$ cat src/rtl/assert_macros.svh
// ---------------------------------------------------------------------------
// Assertion macros
// Shared concurrent assertion forms for the RTL, clocked on clk.
// ---------------------------------------------------------------------------
`ifndef ASSERT_MACROS_SVH
`define ASSERT_MACROS_SVH

`ifndef ASSERT_OFF

// Checked only while out of reset.
`define ASSERT_CLK(lbl, prop, msg) \
    lbl: assert property (@(posedge clk) disable iff (!rst_n) (prop)) else $error(msg);

// Checked at every edge, reset included.
`define ASSERT_ALWAYS(lbl, prop, msg) \
    lbl: assert property (@(posedge clk) (prop)) else $error(msg);

`else

`define ASSERT_CLK(lbl, prop, msg)
`define ASSERT_ALWAYS(lbl, prop, msg)

`endif

`endif

$ cat src/rtl/rbpf_pkg.sv
// ---------------------------------------------------------------------------
// rbpf_pkg
// Widths, types and field helpers for the rotated box point filter.
// ---------------------------------------------------------------------------
package rbpf_pkg;

    localparam int COORD_W   = 20;
    localparam int COEF_W    = 18;
    localparam int FRAC_BITS = COEF_W - 2;

    localparam int NUM_REGS  = 7;
    localparam int CFG_IDX_W = $clog2(NUM_REGS + 1);
    localparam int ROW_W     = 3 * COEF_W;
    localparam int XYZ_W     = 3 * COORD_W;
    localparam int CFG_DATA_W = (ROW_W > XYZ_W) ? ROW_W : XYZ_W;

    localparam int DIFF_W = COORD_W + 1;
    localparam int PROD_W = COEF_W + DIFF_W;
    localparam int ACC_W  = PROD_W + 2;
    localparam int ROT_W  = ACC_W - FRAC_BITS;
    localparam int BND_W  = COORD_W + 2;
    localparam int RES_W  = ((ROT_W > BND_W) ? ROT_W : BND_W) + 1;

    localparam int IN_TDATA_W  = ((XYZ_W + 7) / 8) * 8;
    localparam int OUT_TDATA_W = 8;

    // Register indexes.
    localparam logic [CFG_IDX_W-1:0] REG_ROT_ROW_X  = CFG_IDX_W'(0);
    localparam logic [CFG_IDX_W-1:0] REG_ROT_ROW_Y  = CFG_IDX_W'(1);
    localparam logic [CFG_IDX_W-1:0] REG_ROT_ROW_Z  = CFG_IDX_W'(2);
    localparam logic [CFG_IDX_W-1:0] REG_PIVOT_XYZ  = CFG_IDX_W'(3);
    localparam logic [CFG_IDX_W-1:0] REG_BOX_LOW    = CFG_IDX_W'(4);
    localparam logic [CFG_IDX_W-1:0] REG_BOX_HIGH   = CFG_IDX_W'(5);
    localparam logic [CFG_IDX_W-1:0] REG_MARGIN_XYZ = CFG_IDX_W'(6);

    typedef logic signed [COORD_W-1:0] coord_t;
    typedef logic signed [COEF_W-1:0]  coef_t;
    typedef logic signed [DIFF_W-1:0]  diff_t;
    typedef logic signed [PROD_W-1:0]  prod_t;
    typedef logic signed [ACC_W-1:0]   acc_t;
    typedef logic signed [BND_W-1:0]   bound_t;

    // Decoded configuration; the user must keep it held steady while items are in flight (not enforced here).
    typedef struct packed {
        coef_t  [2:0][2:0] coef;
        coord_t [2:0]      pivot;
        bound_t [2:0]      lo;
        bound_t [2:0]      hi;
    } cfg_t;

    // One rotated-sum beat between the rotation pipe and the box check.
    typedef struct packed {
        logic         valid;
        acc_t [2:0]   acc;
    } acc_beat_t;

    function automatic coef_t coef_field(input logic [ROW_W-1:0] row, input int idx);
        coef_field = coef_t'(row[idx*COEF_W +: COEF_W]);
    endfunction

    function automatic coord_t coord_field(input logic [XYZ_W-1:0] v, input int idx);
        coord_field = coord_t'(v[idx*COORD_W +: COORD_W]);
    endfunction

endpackage

$ cat src/rtl/rbpf_cfg.sv
// ---------------------------------------------------------------------------
// rbpf_cfg
// Configuration registers with decoded coefficients, pivot and widened box.
// ---------------------------------------------------------------------------
module rbpf_cfg
    import rbpf_pkg::*;
(
    input  logic                  clk,
    input  logic                  rst_n,
    input  logic                  cfg_we,
    input  logic [CFG_IDX_W-1:0]  cfg_index,
    input  logic [CFG_DATA_W-1:0] cfg_data,
    output cfg_t                  cfg
);

    logic [ROW_W-1:0] rot_row_x_reg, rot_row_y_reg, rot_row_z_reg;
    logic [XYZ_W-1:0] pivot_xyz_reg, box_low_reg, box_high_reg, margin_xyz_reg;

    always_ff @(posedge clk or negedge rst_n)
    begin
        if (!rst_n)
        begin
            rot_row_x_reg  <= ROW_W'(1) << FRAC_BITS;
            rot_row_y_reg  <= ROW_W'(1) << (FRAC_BITS + COEF_W);
            rot_row_z_reg  <= ROW_W'(1) << (FRAC_BITS + 2 * COEF_W);
            pivot_xyz_reg  <= '0;
            box_low_reg    <= '0;
            box_high_reg   <= '0;
            margin_xyz_reg <= '0;
        end
        else if (cfg_we)
        begin
            case (cfg_index)
                REG_ROT_ROW_X:  rot_row_x_reg  <= cfg_data[ROW_W-1:0];
                REG_ROT_ROW_Y:  rot_row_y_reg  <= cfg_data[ROW_W-1:0];
                REG_ROT_ROW_Z:  rot_row_z_reg  <= cfg_data[ROW_W-1:0];
                REG_PIVOT_XYZ:  pivot_xyz_reg  <= cfg_data[XYZ_W-1:0];
                REG_BOX_LOW:    box_low_reg    <= cfg_data[XYZ_W-1:0];
                REG_BOX_HIGH:   box_high_reg   <= cfg_data[XYZ_W-1:0];
                REG_MARGIN_XYZ: margin_xyz_reg <= cfg_data[XYZ_W-1:0];
                default:        ;
            endcase
        end
    end

    always_comb
    begin
        logic [COORD_W-1:0] m;
        coord_t             bl;
        coord_t             bh;
        for (int j = 0; j < 3; j++)
        begin
            cfg.coef[0][j] = coef_field(rot_row_x_reg, j);
            cfg.coef[1][j] = coef_field(rot_row_y_reg, j);
            cfg.coef[2][j] = coef_field(rot_row_z_reg, j);
        end
        for (int i = 0; i < 3; i++)
        begin
            m  = margin_xyz_reg[i*COORD_W +: COORD_W];
            bl = coord_field(box_low_reg, i);
            bh = coord_field(box_high_reg, i);
            cfg.pivot[i] = coord_field(pivot_xyz_reg, i);
            // The margin is unsigned, so it widens with zeros.
            cfg.lo[i] = bound_t'({{2{bl[COORD_W-1]}}, bl}) - bound_t'({2'b00, m});
            cfg.hi[i] = bound_t'({{2{bh[COORD_W-1]}}, bh}) + bound_t'({2'b00, m});
        end
    end

endmodule

$ cat config.mk
export PLATFORM = sky130hd
export DESIGN_NAME = rbpf_cfg
export DESIGN_NICKNAME = d
export VERILOG_FILES = /design/src/rtl/assert_macros.svh /design/src/rtl/rbpf_pkg.sv /design/src/rtl/rbpf_cfg.sv
export SDC_FILE = /design/constraint.sdc
export NUM_CORES = 1
export LEC_CHECK = 0
export ABC_CLOCK_PERIOD_IN_PS = 8000
export BUFFER_PORTS_ARGS = -buffer_cell sky130_fd_sc_hd__clkbuf_2
export CAP_MARGIN = 0
export CORE_AREA = 2 2 170 256
export DETAILED_ROUTE_END_ITERATION = 10
export DIE_AREA = 0 0 172 258
export GPL_TIMING_DRIVEN = 0
export MAX_ROUTING_LAYER = met4
export PLACE_DENSITY = 0.84
export SLEW_MARGIN = 25
export SYNTH_ARGS = -nofsm -noshare
export SYNTH_HDL_FRONTEND = slang
export SYNTH_SLANG_ARGS = --single-unit
$ cat constraint.sdc
create_clock -name clk -period 8 [get_ports clk]
set_input_delay 0.8 -clock clk [delete_from_list [all_inputs] [get_ports clk]]
set_output_delay 0.8 -clock clk [all_outputs]
set_load 0.005 [all_outputs]
# [Word level (Yosys, flattened, before mapping)]
# Cells that the tools add are included.
[word_totals] ff_bits=402 output_inout_bits=354 word_cells=27
[classes] add_sub_neg=6 eq_ne=6 reduce_logical=8
[op_table] operator="20-bit by 21-bit adder with 22-bit output" n=3
[op_table] operator="20-bit by 21-bit subtractor with 22-bit output" n=3
[op_table] operator="2-bit AND reduction" n=7
[op_table] operator="3-bit == test, second input constant" n=3
[op_table] operator="3-bit by 2-bit == test with 1-bit output, second input constant" n=2
[op_table] operator="3-bit by 1-bit == test with 1-bit output, second input constant" n=1
[op_table] operator="3-bit zero test" n=1

# [Depth between registers and ports, before layout]
# Gate-level depths: netlist of run 1.
[logic_depth] depth_word=2 depth_mapped=10

# [Worst setup path after synthesis of run 1]
# No wires, ideal clock.
[synth_path] path_type="reg2out" startpoint="register box_low_reg[40]" endpoint="output port cfg[130] (netlist bit)" t_arrival_ns=2.334 required_ns=7.200 path_slack_ns=4.866 stages_incl_launch_ff=11 n_path_buf=0 cell_sequence="dfrtp_1 inv_1 ha_1 inv_1 fa_1 a211oi_1 o211ai_1 a211o_1 a31oi_1 o21ai_0 xnor2_1"
[synth_lines] item="start, declared" line="rbpf_cfg.sv:17" rtl="logic [XYZ_W-1:0] pivot_xyz_reg, box_low_reg, box_high_reg, margin_xyz_reg;"
[synth_lines] item="start signal, assigned" line="rbpf_cfg.sv:38" rtl="REG_BOX_LOW: box_low_reg <= cfg_data[XYZ_W-1:0];"
[synth_lines] item="end, declared" line="rbpf_cfg.sv:13" rtl="output cfg_t cfg"

==> impl_summary.md, run 1 <==
Synth
The number of distinct library cell variants in the gate-level netlist after synthesis is 73. The post-synthesis async set-or-reset flop share is 100%. The largest family of logic cells by synthesized area is multiplexers. Of the total synthesized cell area, the portion taken by full adders, half adders and majority gates is 7.97%. The commonest cells after synthesis are dfrtp_1 (399), mux2_2 (396), ha_1 (126).

The predominant post-synthesis flop cell is dfrtp_1. Yosys instantiated no cell more often than dfrtp_1. Ranked by total cell area, the synthesized netlist is headed by dfrtp_1 (47%), mux2_2 (21%), ha_1 (7.4%).

The compound-cell area share of the yosys netlist is 10.8%. Sequential cells were found to cover 47.2% of the synthesized design area. Yosys mapped a number of flops with a built-in enable equal to 0. Measured against the total synthesized area, the mux share comes to 21.1%.

The netlist area before placement is 21300 sq um. The XOR/XNOR share of the synthesized area is 3.82%. The synthesized area per cell is 11.9 sq um. The Yosys warning count is 0. The simple-gate share of the synthesized area is 6.26%. The post-synth net total is 1984. The count of state elements after synthesis is 402. The dominant cell type by area after synthesis is dfrtp_1. In the synthesized netlist, the number of instances is 1786. The share of synthesized area in the top cell type comes to 46.9%.

Timing
The actual slew at the worst max-slew pin is 1.04 ns. The number of pins with negative max-slew slack in the final report is 0. The highest attainable clock frequency is 222 MHz. The final cycle utilization of the critical path is 56.3%. Setup repair after global routing left no endpoint under its margin.

The setup violation total in the final timing report is 0. The worst slew margin relative to its limit is 31.0%. The total negative slack is 0 ns. The hold violation count in the final report is 0.

The final worst slack is 3.50 ns. The clock arrives with 0 ns of skew. The shortest clock period the worst path allows after layout is 4.50 ns.

CTS
The number of buffers added by the clock tree synthesis step is 40. The depth of the CTS H-tree is 2. The root buffer cell chosen for the clock tree is clkbuf_16. The total number of clock tree sinks is 402.

The clock transition at the registers of the reported paths is 0.06 ns. TritonCTS built the clock tree. The clock latency on the worst-skew pair is 0.53 ns. The buffers inserted during post-CTS setup optimization is 0. The number of resized instances in the post-cts repair step is 0. Buffers inserted to repair hold after CTS numbered 0. In this run the deepest clock path goes through 3 buffers.

Detailed routing
The DRC violations left is 0. After the first detailed-routing iteration, the DRC count stood at 768. Dividing the detail-routed wire length by the instance count gives 20.6 microns. After detailed routing, the number of vias per cell comes to 5.64. The total number of vias is 16072. The count of antenna-violating nets left after detailed routing is 0. The total routed wirelength is 58.6 mm. The first-pass detailed-route iteration total is 5.

Critical path
At the worst endpoint, the required time is 7.20 ns. In this run the worst setup path begins at box_low_reg[40]$_DFFE_PN0P_. By startpoint and endpoint, the worst setup path is classified as register to primary output.

The kind of launch point of the worst setup path is a register. STA classifies the critical path endpoint as a primary output. Of all nets on the critical path, the largest fanout is 4. For the worst setup path, the data arrival time is 3.70 ns. The startpoint identified for the worst register-to-register timing path is box_high_reg[19]$_DFFE_PN0P_.

Layout
Fill cells in the final layout number 3414. The share of layout cells above drive strength 1 is 41.0%. From synthesis to final layout, the design area changed by 20.6%. The number of nets in the layout is 2448.

Global routing
The wire length of the first global-routing pass is 91.3 mm. The pin count of the biggest net entering global routing is 79. The number of global-route vias before repair was 17185. The overall track demand over capacity in global routing is 27.1%. The sum of overflow across all layers after global routing is 0. The initial antenna violation count came to 0.

Floorplan
The die height is 258 microns. 420 I/O pins were placed. The die covers 44400 sq um.

The core area is 42400 sq um. The die boundary width is 172 microns. The initial core utilization is 50.3%. The total number of placement rows is 93.

Power and ir drop
IR analysis of the VDD net gives a maximum drop of 219 uV. The register share of total power is 31.7%. The internal cell power is 5.52 mW.

The net switching power figure is 3.22 mW. The share of total power dissipated in the clock network is 23.4%. In this run the power density over the cells is 340 nW/um^2. Net switching is 36.8% of the power.

In this run the static leakage power is 12.2 nW. Combinational cells account for 44.9% of the total power. After layout, the design draws a total of 8.73 mW.

Place
The placer congestion estimate is 0.925. The post-DP HPWL is 44.9 mm. The count of buffers from port buffering is 417. Timing analysis after detailed placement gives a worst setup slack of 4.09 ns.

Run
Max-cap violations in this run came to 0.

Run status
The flow ran to the end, and the final reports show no timing, DRC or antenna violations.

Min path
In this run the worst hold path is classified as primary input to asynchronous set/reset pin.
[per-layer routing]
| metal | GRT usage [%] | share of wire (%) | up-vias |
|---|---|---|---|
| met5 | - | 0 | - |
| met4 | 16.2 | 6.3 | 0 |
| met3 | 4.87 | 5.5 | 188 |
| met2 | 46.6 | 51 | 549 |
| met1 | 28.9 | 37 | 7969 |
| li1 | - | - | 7366 |
[layout by cell type (no fill, tap or decap), types with 23 or more instances in the layout]
| cell type | netlist | layout |
|---|---|---|
| clkbuf_16 | 0 | 41 |
| ha_1 | 126 | 126 |
| nand2_1 | 58 | 58 |
| nor3_1 | 30 | 30 |
| xor2_1 | 24 | 24 |
| mux2_2 | 396 | 396 |
| inv_1 | 102 | 102 |
| clkbuf_2 | 0 | 416 |
| xnor2_1 | 69 | 69 |
| nor2_1 | 80 | 80 |
| dfrtp_1 | 399 | 399 |
| a21o_1 | 32 | 32 |
| clkbuf_1 | 33 | 34 |
| o21a_1 | 23 | 23 |
| o21ai_0 | 71 | 71 |
| a21oi_1 | 94 | 94 |
[cells by family (layout without fill, tap and decap cells)]
family,count (synthesis),after routing
and+or+nand+nor,268,268
muxes,399,399
adders and majority gates,132,132
DFF,402,402
AOI/OAI and AO/OA,339,339
buffers and inverters,153,647
other,0,1
xor gates and xnor gates,93,93
[path summary, 6_finish.rpt]
| kind | slack [ns] | depth (start not counted) | endpoint |
|---|---|---|---|
| min in group clk | 0.51 | 1 | pivot_xyz_reg[39]$_DFFE_PN0P_ |
| max in group asynchronous | 6.59 | 3 | rot_row_y_reg[44]$_DFFE_PN0P_ |
| max | 3.50 | 11 | cfg[130] |
| max reg2reg | 7.08 | 1 | box_high_reg[19]$_DFFE_PN0P_ |
| min | 0.25 | 1 | pivot_xyz_reg[12]$_DFFE_PN0P_ |
| min reg2reg | 0.51 | 1 | pivot_xyz_reg[39]$_DFFE_PN0P_ |
[power by group through the flow]
stage,clock network [mW],registers [mW],logic [mW]
2_1_floorplan,0,2.75,2.33
3_3_place_gp,0,2.77,3.76
3_5_place_dp,0,2.80,3.88
4_1_cts,2.08,2.77,3.92
5_1_grt,2.16,2.82,4.29
6_report,2.04,2.77,3.92
[through the flow]
stage / cell area, sq um / hold WS, ns / utilization (%) / instances
2_1_floorplan: 21300 / 0.486 / - / 1786
3_3_place_gp: 24100 / 0.488 / 56.9 / 2773
3_5_place_dp: 24300 / 0.492 / 57.3 / 2778
4_1_cts: 25700 / 0.243 / 60.6 / 2850
5_1_grt: 25700 / 0.275 / 60.6 / 2850
6_report: 25700 / 0.253 / 60.6 / 2851
[worst max-delay path: stages, from the launching register on]
cell	delay, ns
dfrtp_1	0.37
inv_1	0.07
ha_1	0.19
inv_1	0.06
fa_1	0.42
a211oi_1	0.47
o211ai_1	0.31
a211o_1	0.43
a31oi_1	0.33
o21ai_0	0.17
xnor2_1	0.20
clkbuf_2	0.15
[layout make-up]
type / count / area, sq um / share of cell area [%]
buffer: 51 / 214 / 0.833
inverter: 102 / 383 / 1.49
antenna: 1 / 2.50 / 0.00974
clock inverter: 22 / 287 / 1.12
multi-input combinational: 1231 / 10600 / 41.5
clock buffer: 50 / 1140 / 4.44
timing repair buffer: 422 / 2230 / 8.70
sequential: 402 / 10100 / 39.2
tap: 570 / 713 / 2.78
No activity file was read; power rests on OpenSTA's default activity.
==> inputs of run 2 (changes only) <==
--- a/config.mk
+++ b/config.mk
@@ -5,7 +5,7 @@
 export SDC_FILE = /design/constraint.sdc
 export NUM_CORES = 1
 export LEC_CHECK = 0
-export ABC_CLOCK_PERIOD_IN_PS = 8000
+export ABC_CLOCK_PERIOD_IN_PS = 4300
 export BUFFER_PORTS_ARGS = -buffer_cell sky130_fd_sc_hd__clkbuf_2
 export CAP_MARGIN = 0
 export CORE_AREA = 2 2 170 256
==> constraint.sdc (replaced) <==
create_clock -name clk -period 4.3 [get_ports clk]
set_input_delay 0.43 -clock clk [delete_from_list [all_inputs] [get_ports clk]]
set_output_delay 0.43 -clock clk [all_outputs]
set_load 0.005 [all_outputs]
==> impl_summary.md, run 2 (synthesis gave the netlist of run 1 again) <==
Layout
The library cells used most frequently in the layout, excluding fill and tap cells, are clkbuf_2 (416), dfrtp_1 (399), mux2_2 (396). In the final layout, the share of cells above drive strength 1 is 40.9%. The commonest non-fill, non-tap cell in the layout is clkbuf_2. The number of nets in the layout is 2449. The area overhead of the layout relative to synthesis is 20.6%.

The number of cells in the finished layout apart from fillers is 2852.

Critical path
The capture point of the worst path is cfg[130]. The reg-to-reg critical path endpoint is box_high_reg[19]$_DFFE_PN0P_. The critical path is of the register to primary output type.

The largest fanout of any net on the critical path is 4. The worst setup path is captured at a primary output. In this run the worst setup path begins at box_low_reg[40]$_DFFE_PN0P_. The worst register-to-register path has a setup slack of 3.38 ns. The worst reg2reg path startpoint is box_high_reg[19]$_DFFE_PN0P_. The cell count of the worst reg-to-reg path is 1. The worst path arrival time is 3.70 ns. The kind of launch point of the worst setup path is a register.

STA puts the critical path data required time at 3.87 ns.

Detailed routing
The ratio of routed vias to standard cells is 5.64. The total number of vias is 16080. The number of DRC markers in iteration 0 is 720.

Dividing the detail-routed wire length by the instance count gives 20.5 microns. The first-pass detailed-route iteration total is 6. The DRC violations left is 0. The detail route stage leaves a number of antenna-violating nets equal to 0. The total routed wirelength is 58.6 mm.

CTS
The total number of clock tree sinks is 402. Clock-pin slew was measured on the worst setup and hold paths at 0.07 ns. The cell sitting at the root of the clock tree is a clkbuf_16. TritonCTS created 40 clock buffers.

The depth of the CTS H-tree is 2. The clock reaches the later pin of the worst-skew pair after 0.53 ns. The buffers inserted during post-CTS setup optimization is 0. The clock passes through at most 3 buffers. TritonCTS built the clock tree.

Timing
Measured against its own limit, the worst slew margin works out to 29.9%. The actual slew at the worst max-slew pin is 1.05 ns. The worst clock skew is 0 ns. The hold violation count in the final report is 0. The highest attainable clock frequency is 242 MHz. Setup repair after global routing left no endpoint under its margin. Setup total negative slack on the finished layout was measured at 0 ns.

The worst hold slack is 0.190 ns. The number of pins with negative max-slew slack in the final report is 0. Subtracting the final worst setup slack from the clock period gives 4.13 ns. In the finished design, the share of the clock period the worst path needs comes to 96.1%. The setup violation total in the final timing report is 0.

Global routing
The initial antenna violation count is 0. The number of global-route vias before repair is 17204. Summed over all layers, the global routing overflow is 0. Entering global routing, the biggest net connects 79 pins. The overall track demand over capacity in global routing is 27.1%. The wire length of the first global-routing pass is 91.4 mm.

Power and ir drop
The worst supply voltage drop on vdd is 405 uV. The reported leakage power is 12.2 nW. The power density over the cells is 632 nW/um^2.

Min path
The hold path startpoint is cfg_data[56]. The tightest min-delay check is of the primary input to register type.

Floorplan
The floorplan has 93 rows. 420 I/O pins were placed. For this configuration, the core starts out at a cell density of 50.3%. The floorplan step set the die width to 172 microns.

The core area is 42400 sq um. The full die area is 44400 sq um. From bottom edge to top edge, the die measures 258 microns.

Run
The number of max-cap violations is 0.

Place
The post-DP HPWL is 44.9 mm. The placer congestion estimate is 0.925. The count of placed standard cells including taps is 2778.

During placement, the flow inserted port buffers numbering 417.

Run status
The run finished with clean final reports.
run 2: cell count changes in the layout (fill, tap and decap cells not counted), sizes merged:
cell / delta
dlygate4sd3: +1
run 2: final cells by class:
| type | instances | area, sq um |
|---|---|---|
| inverters | 102 | 383 |
| well taps | 570 | 713 |
| clock inverters | 22 | 287 |
| clock buffers | 50 | 1140 |
| fillers | 3413 | 16700 |
| multi-input cells | 1231 | 10600 |
| repair buffers | 423 | 2240 |
| diodes | 1 | 2.50 |
| plain buffers | 51 | 214 |
| flip-flops and latches | 402 | 10100 |
run 2: where the power goes:
group	total, mW	internal [mW]	switching, mW
clock network	3.79	2.25	1.54
logic	7.29	3.39	3.91
registers	5.15	4.62	0.525
total	16.2	10.3	5.97
run 2: per-layer routing:
| layer | vias to the layer above | track usage [%] | part of all wire [%] |
|---|---|---|---|
| met5 | - | - | 0 |
| li1 | 7370 | - | - |
| met1 | 7962 | 28.9 | 37 |
| met2 | 546 | 46.6 | 51 |
| met3 | 202 | 4.89 | 5.5 |
| met4 | 0 | 16.3 | 6.4 |
run 2: per-stage QoR:
stage	worst slack, ns	area, sq um	utilization [%]	total power [mW]
2_1_floorplan	1.54	21300	-	9.46
3_3_place_gp	-5.75	24100	56.9	12.1
3_5_place_dp	0.764	24300	57.3	12.4
4_1_cts	0.165	25700	60.6	16.3
5_1_grt	0.0199	25700	60.6	17.2
6_report	0.170	25700	60.7	16.2
run 2: repair_timing:
item                      in CTS  in global routing
hold endpoints to repair      58                  0
gates resized for setup        0                  0
hold buffers                   1                  0
run 2: worst min-delay path by stage:
stage          cells past startpoint                              to
6_report                           2  margin_xyz_reg[56]$_DFFE_PN0P_
4_1_cts                            2  margin_xyz_reg[56]$_DFFE_PN0P_
5_1_grt                            2     box_low_reg[57]$_DFFE_PN0P_
2_1_floorplan                      0     box_high_reg[0]$_DFFE_PN0P_
3_3_place_gp                       1   pivot_xyz_reg[55]$_DFFE_PN0P_
3_5_place_dp                       1   pivot_xyz_reg[13]$_DFFE_PN0P_
run 2: critical path, cell delays in order (launching register included):
cell and delay (ns):
dfrtp_1 0.37, inv_1 0.07, ha_1 0.19, inv_1 0.06, fa_1 0.42, a211oi_1 0.46
o211ai_1 0.31, a211o_1 0.43, a31oi_1 0.33, o21ai_0 0.17, xnor2_1 0.20, clkbuf_2 0.15
==> inputs of run 3 (changes only) <==
--- a/config.mk
+++ b/config.mk
@@ -5,15 +5,13 @@
 export SDC_FILE = /design/constraint.sdc
 export NUM_CORES = 1
 export LEC_CHECK = 0
-export ABC_CLOCK_PERIOD_IN_PS = 4300
 export BUFFER_PORTS_ARGS = -buffer_cell sky130_fd_sc_hd__clkbuf_2
-export CAP_MARGIN = 0
-export CORE_AREA = 2 2 170 256
+export CORE_AREA = 2 2 164 247
 export DETAILED_ROUTE_END_ITERATION = 10
-export DIE_AREA = 0 0 172 258
+export DIE_AREA = 0 0 166 249
 export GPL_TIMING_DRIVEN = 0
 export MAX_ROUTING_LAYER = met4
-export PLACE_DENSITY = 0.84
+export PLACE_DENSITY = 0.89
 export SLEW_MARGIN = 25
 export SYNTH_ARGS = -nofsm -noshare
 export SYNTH_HDL_FRONTEND = slang
==> impl_summary.md, run 3 (synthesis gave the netlist of run 1 again) <==
Critical path
The critical path goes through inv_1 -> ha_1 -> inv_1 -> fa_1 -> a211oi_1 -> o211ai_1 -> a211o_1 -> a31oi_1 -> o21ai_0 -> xnor2_1 -> clkbuf_2. Among all stages on the critical path, the largest delay is contributed by a211o_1. The largest incremental delay on the critical path is 0.44 ns.

The worst setup path is of the register to primary output kind. Broken down by cell family, the worst path's largest delay share belongs to compound AO/OA/AOI/OAI gates. The kind of launch point of the worst setup path is a register. Data on the critical path is required at its endpoint by 3.87 ns. The worst path arrival time is 3.63 ns. The count of buffering cells on the critical path with inverters included is 3. STA classifies the critical path endpoint as a primary output. The cell that appears most often on the critical path is inv_1. The largest fanout of any net on the critical path is 4.

Timing
The final critical path takes up 94.4% of the cycle. Measured against its own limit, the worst slew margin works out to 23.4%. The hold violation count in the final report came to 0. The number of pins with negative max-slew slack in the final report is 0. The highest attainable clock frequency is 246 MHz. Setup repair after global routing left no endpoint under its margin.

Setup violations remaining at the end of the flow were counted as 0. The final worst slack is 0.242 ns. Across the routed clock network, the largest skew measured is 0 ns. The shortest clock period the worst path allows after layout is 4.06 ns.

On the final layout, the worst hold slack is 0.190 ns. For the pin with the worst max-slew slack, the measured transition is 1.15 ns.

CTS
The clock transition at the registers of the reported paths is 0.07 ns. Buffers added to address setup during post-CTS repair amount to 0. Counting along the longest clock path gives a buffer depth of 3.

The clock latency on the worst-skew pair is 0.53 ns. TritonCTS built the clock tree. The clock net in this run drives a total of 402 sinks. The number of buffers added by the clock tree synthesis step is 40. The root buffer selected by CTS is clkbuf_16. The H-tree was split into 2 levels.

Detailed routing
The first-pass detailed-route iteration total is 5. After detailed routing, the number of vias per cell comes to 5.92. In this run, the number of DRC markers left after iteration 0 of detailed routing was 1114.

After detailed routing, the number of remaining DRC violations is 0. After detailed routing, the average wire length per cell comes to 21.7 microns. The count of antenna-violating nets left after detailed routing is 0.

Wires add up to 60.3 mm. The detailed router placed 16452 vias in this run.

Layout
In the layout the commonest cells are clkbuf_2 (416), dfrtp_1 (399), mux2_2 (396). Once layout is complete, the cells apart from fillers number 2780. The library cell used most frequently in the layout, excluding fill and tap cells, is clkbuf_2. The post-route core utilization is 65.2%. Fill cells in the final layout number 2804. The share of layout cells above drive strength 1 is 40.7%. The number of nets in the layout is 2449. The area overhead of the layout relative to synthesis is 19.7%.

The repair_antennas step left the layout with diodes totalling 0.

Run status
The flow ran to the end, and the final reports show no timing, DRC or antenna violations.

Global routing
Global routing finished with a remaining overflow of 0. The first global-routing pass estimated 94.9 mm of wire. The initial antenna violation count is 0. The overall track demand over capacity in global routing is 29.7%. The number of global-route vias before repair is 17682. Entering global routing, the biggest net connects 94 pins.

Place
The pre-CTS setup slack is 0.849 ns. The placer congestion estimate is 0.966. The number of placed instances, taps included, is 2708. The post-DP HPWL is 44.9 mm. The count of buffers from port buffering is 417.

Floorplan
Once the floorplan was initialized, standard cells occupied 54.5% of the core. The core area is 39100 sq um. The full die area is 41300 sq um. The die boundary width is 166 microns. The die height is 249 microns. The number of top-level pins is 420. In this run the core area contains 89 standard-cell rows.

Power and ir drop
The worst supply voltage drop on vdd is 486 uV. For this design the static power due to leakage is 12.2 nW. For this design the ratio of total power to cell area is 633 nW/um^2.

Run
The number of max-cap violations is 0.

Min path
In this run the worst hold path is classified as primary input to register.
==> run 3: cell types whose count changed in the layout (fill, tap and decap cells not counted), moves of 2 or more <==
cell | before | now
inv_6 | 3 | 5
clkinv_2 | 8 | 4
clkbuf_8 | 9 | 5
clkbuf_1 | 34 | 40
bufinv_16 | 6 | 3
clkinv_4 | 2 | 4
==> run 3: area by class of cell <==
class | count | area (sq um) | share of cell area, %
multi-input cells | 1231 | 10600 | 41.8
flip-flops and latches | 402 | 10100 | 39.5
repair buffers | 423 | 2240 | 8.80
clock buffers | 52 | 1110 | 4.34
well taps | 500 | 626 | 2.45
inverters | 102 | 383 | 1.50
plain buffers | 51 | 214 | 0.839
clock inverters | 19 | 211 | 0.829
==> run 3: path summary, 6_finish.rpt <==
path | from | to | slack, ns | cells after the start
max in group asynchronous | rst_n | box_high_reg[41]$_DFFE_PN0P_ | 2.53 | 5
setup / recovery | box_low_reg[40]$_DFFE_PN0P_ | cfg[130] | 0.24 | 11
min in group asynchronous | rst_n | rot_row_y_reg[14]$_DFFE_PN0P_ | 0.34 | 2
setup reg to reg | box_high_reg[19]$_DFFE_PN0P_ | box_high_reg[19]$_DFFE_PN0P_ | 3.41 | 1
hold reg to reg | rot_row_y_reg[2]$_DFFE_PN0P_ | rot_row_y_reg[2]$_DFFE_PN0P_ | 0.50 | 1
hold / removal | cfg_data[54] | pivot_xyz_reg[54]$_DFFE_PN0P_ | 0.19 | 2
==> run 3: per-layer routing <==
layer / up-vias / wire length, microns / track usage, %
met5: - / 0 / -
met4: 0 / 3430 / 15.7
met3: 221 / 2940 / 3.86
met2: 672 / 31900 / 52.9
met1: 8180 / 22000 / 32.1
li1: 7379 / - / -
==> run 3: timing repair <==
action,in CTS,in global routing
endpoints found under the hold margin,26,0
gates resized for setup,0,0
hold buffers,1,0
==> run 3: where the power goes <==
group	total (mW)	switching, mW	leakage, nW	internal [mW]
sequential	5.16	0.538	4.82	4.62
combinational	7.41	4.02	6.71	3.39
clock	3.56	1.54	0.640	2.02
total	16.1	6.10	12.2	10.0
==> run 3: per-stage QoR <==
stage	area (sq um)	power, mW	setup TNS (ns)
3_3_place_gp	24000	12.1	-2251.27
6_report	25500	16.1	0
2_1_floorplan	21300	9.46	0
5_1_grt	25500	17.0	0
3_5_place_dp	24200	12.5	0
4_1_cts	25500	16.1	0
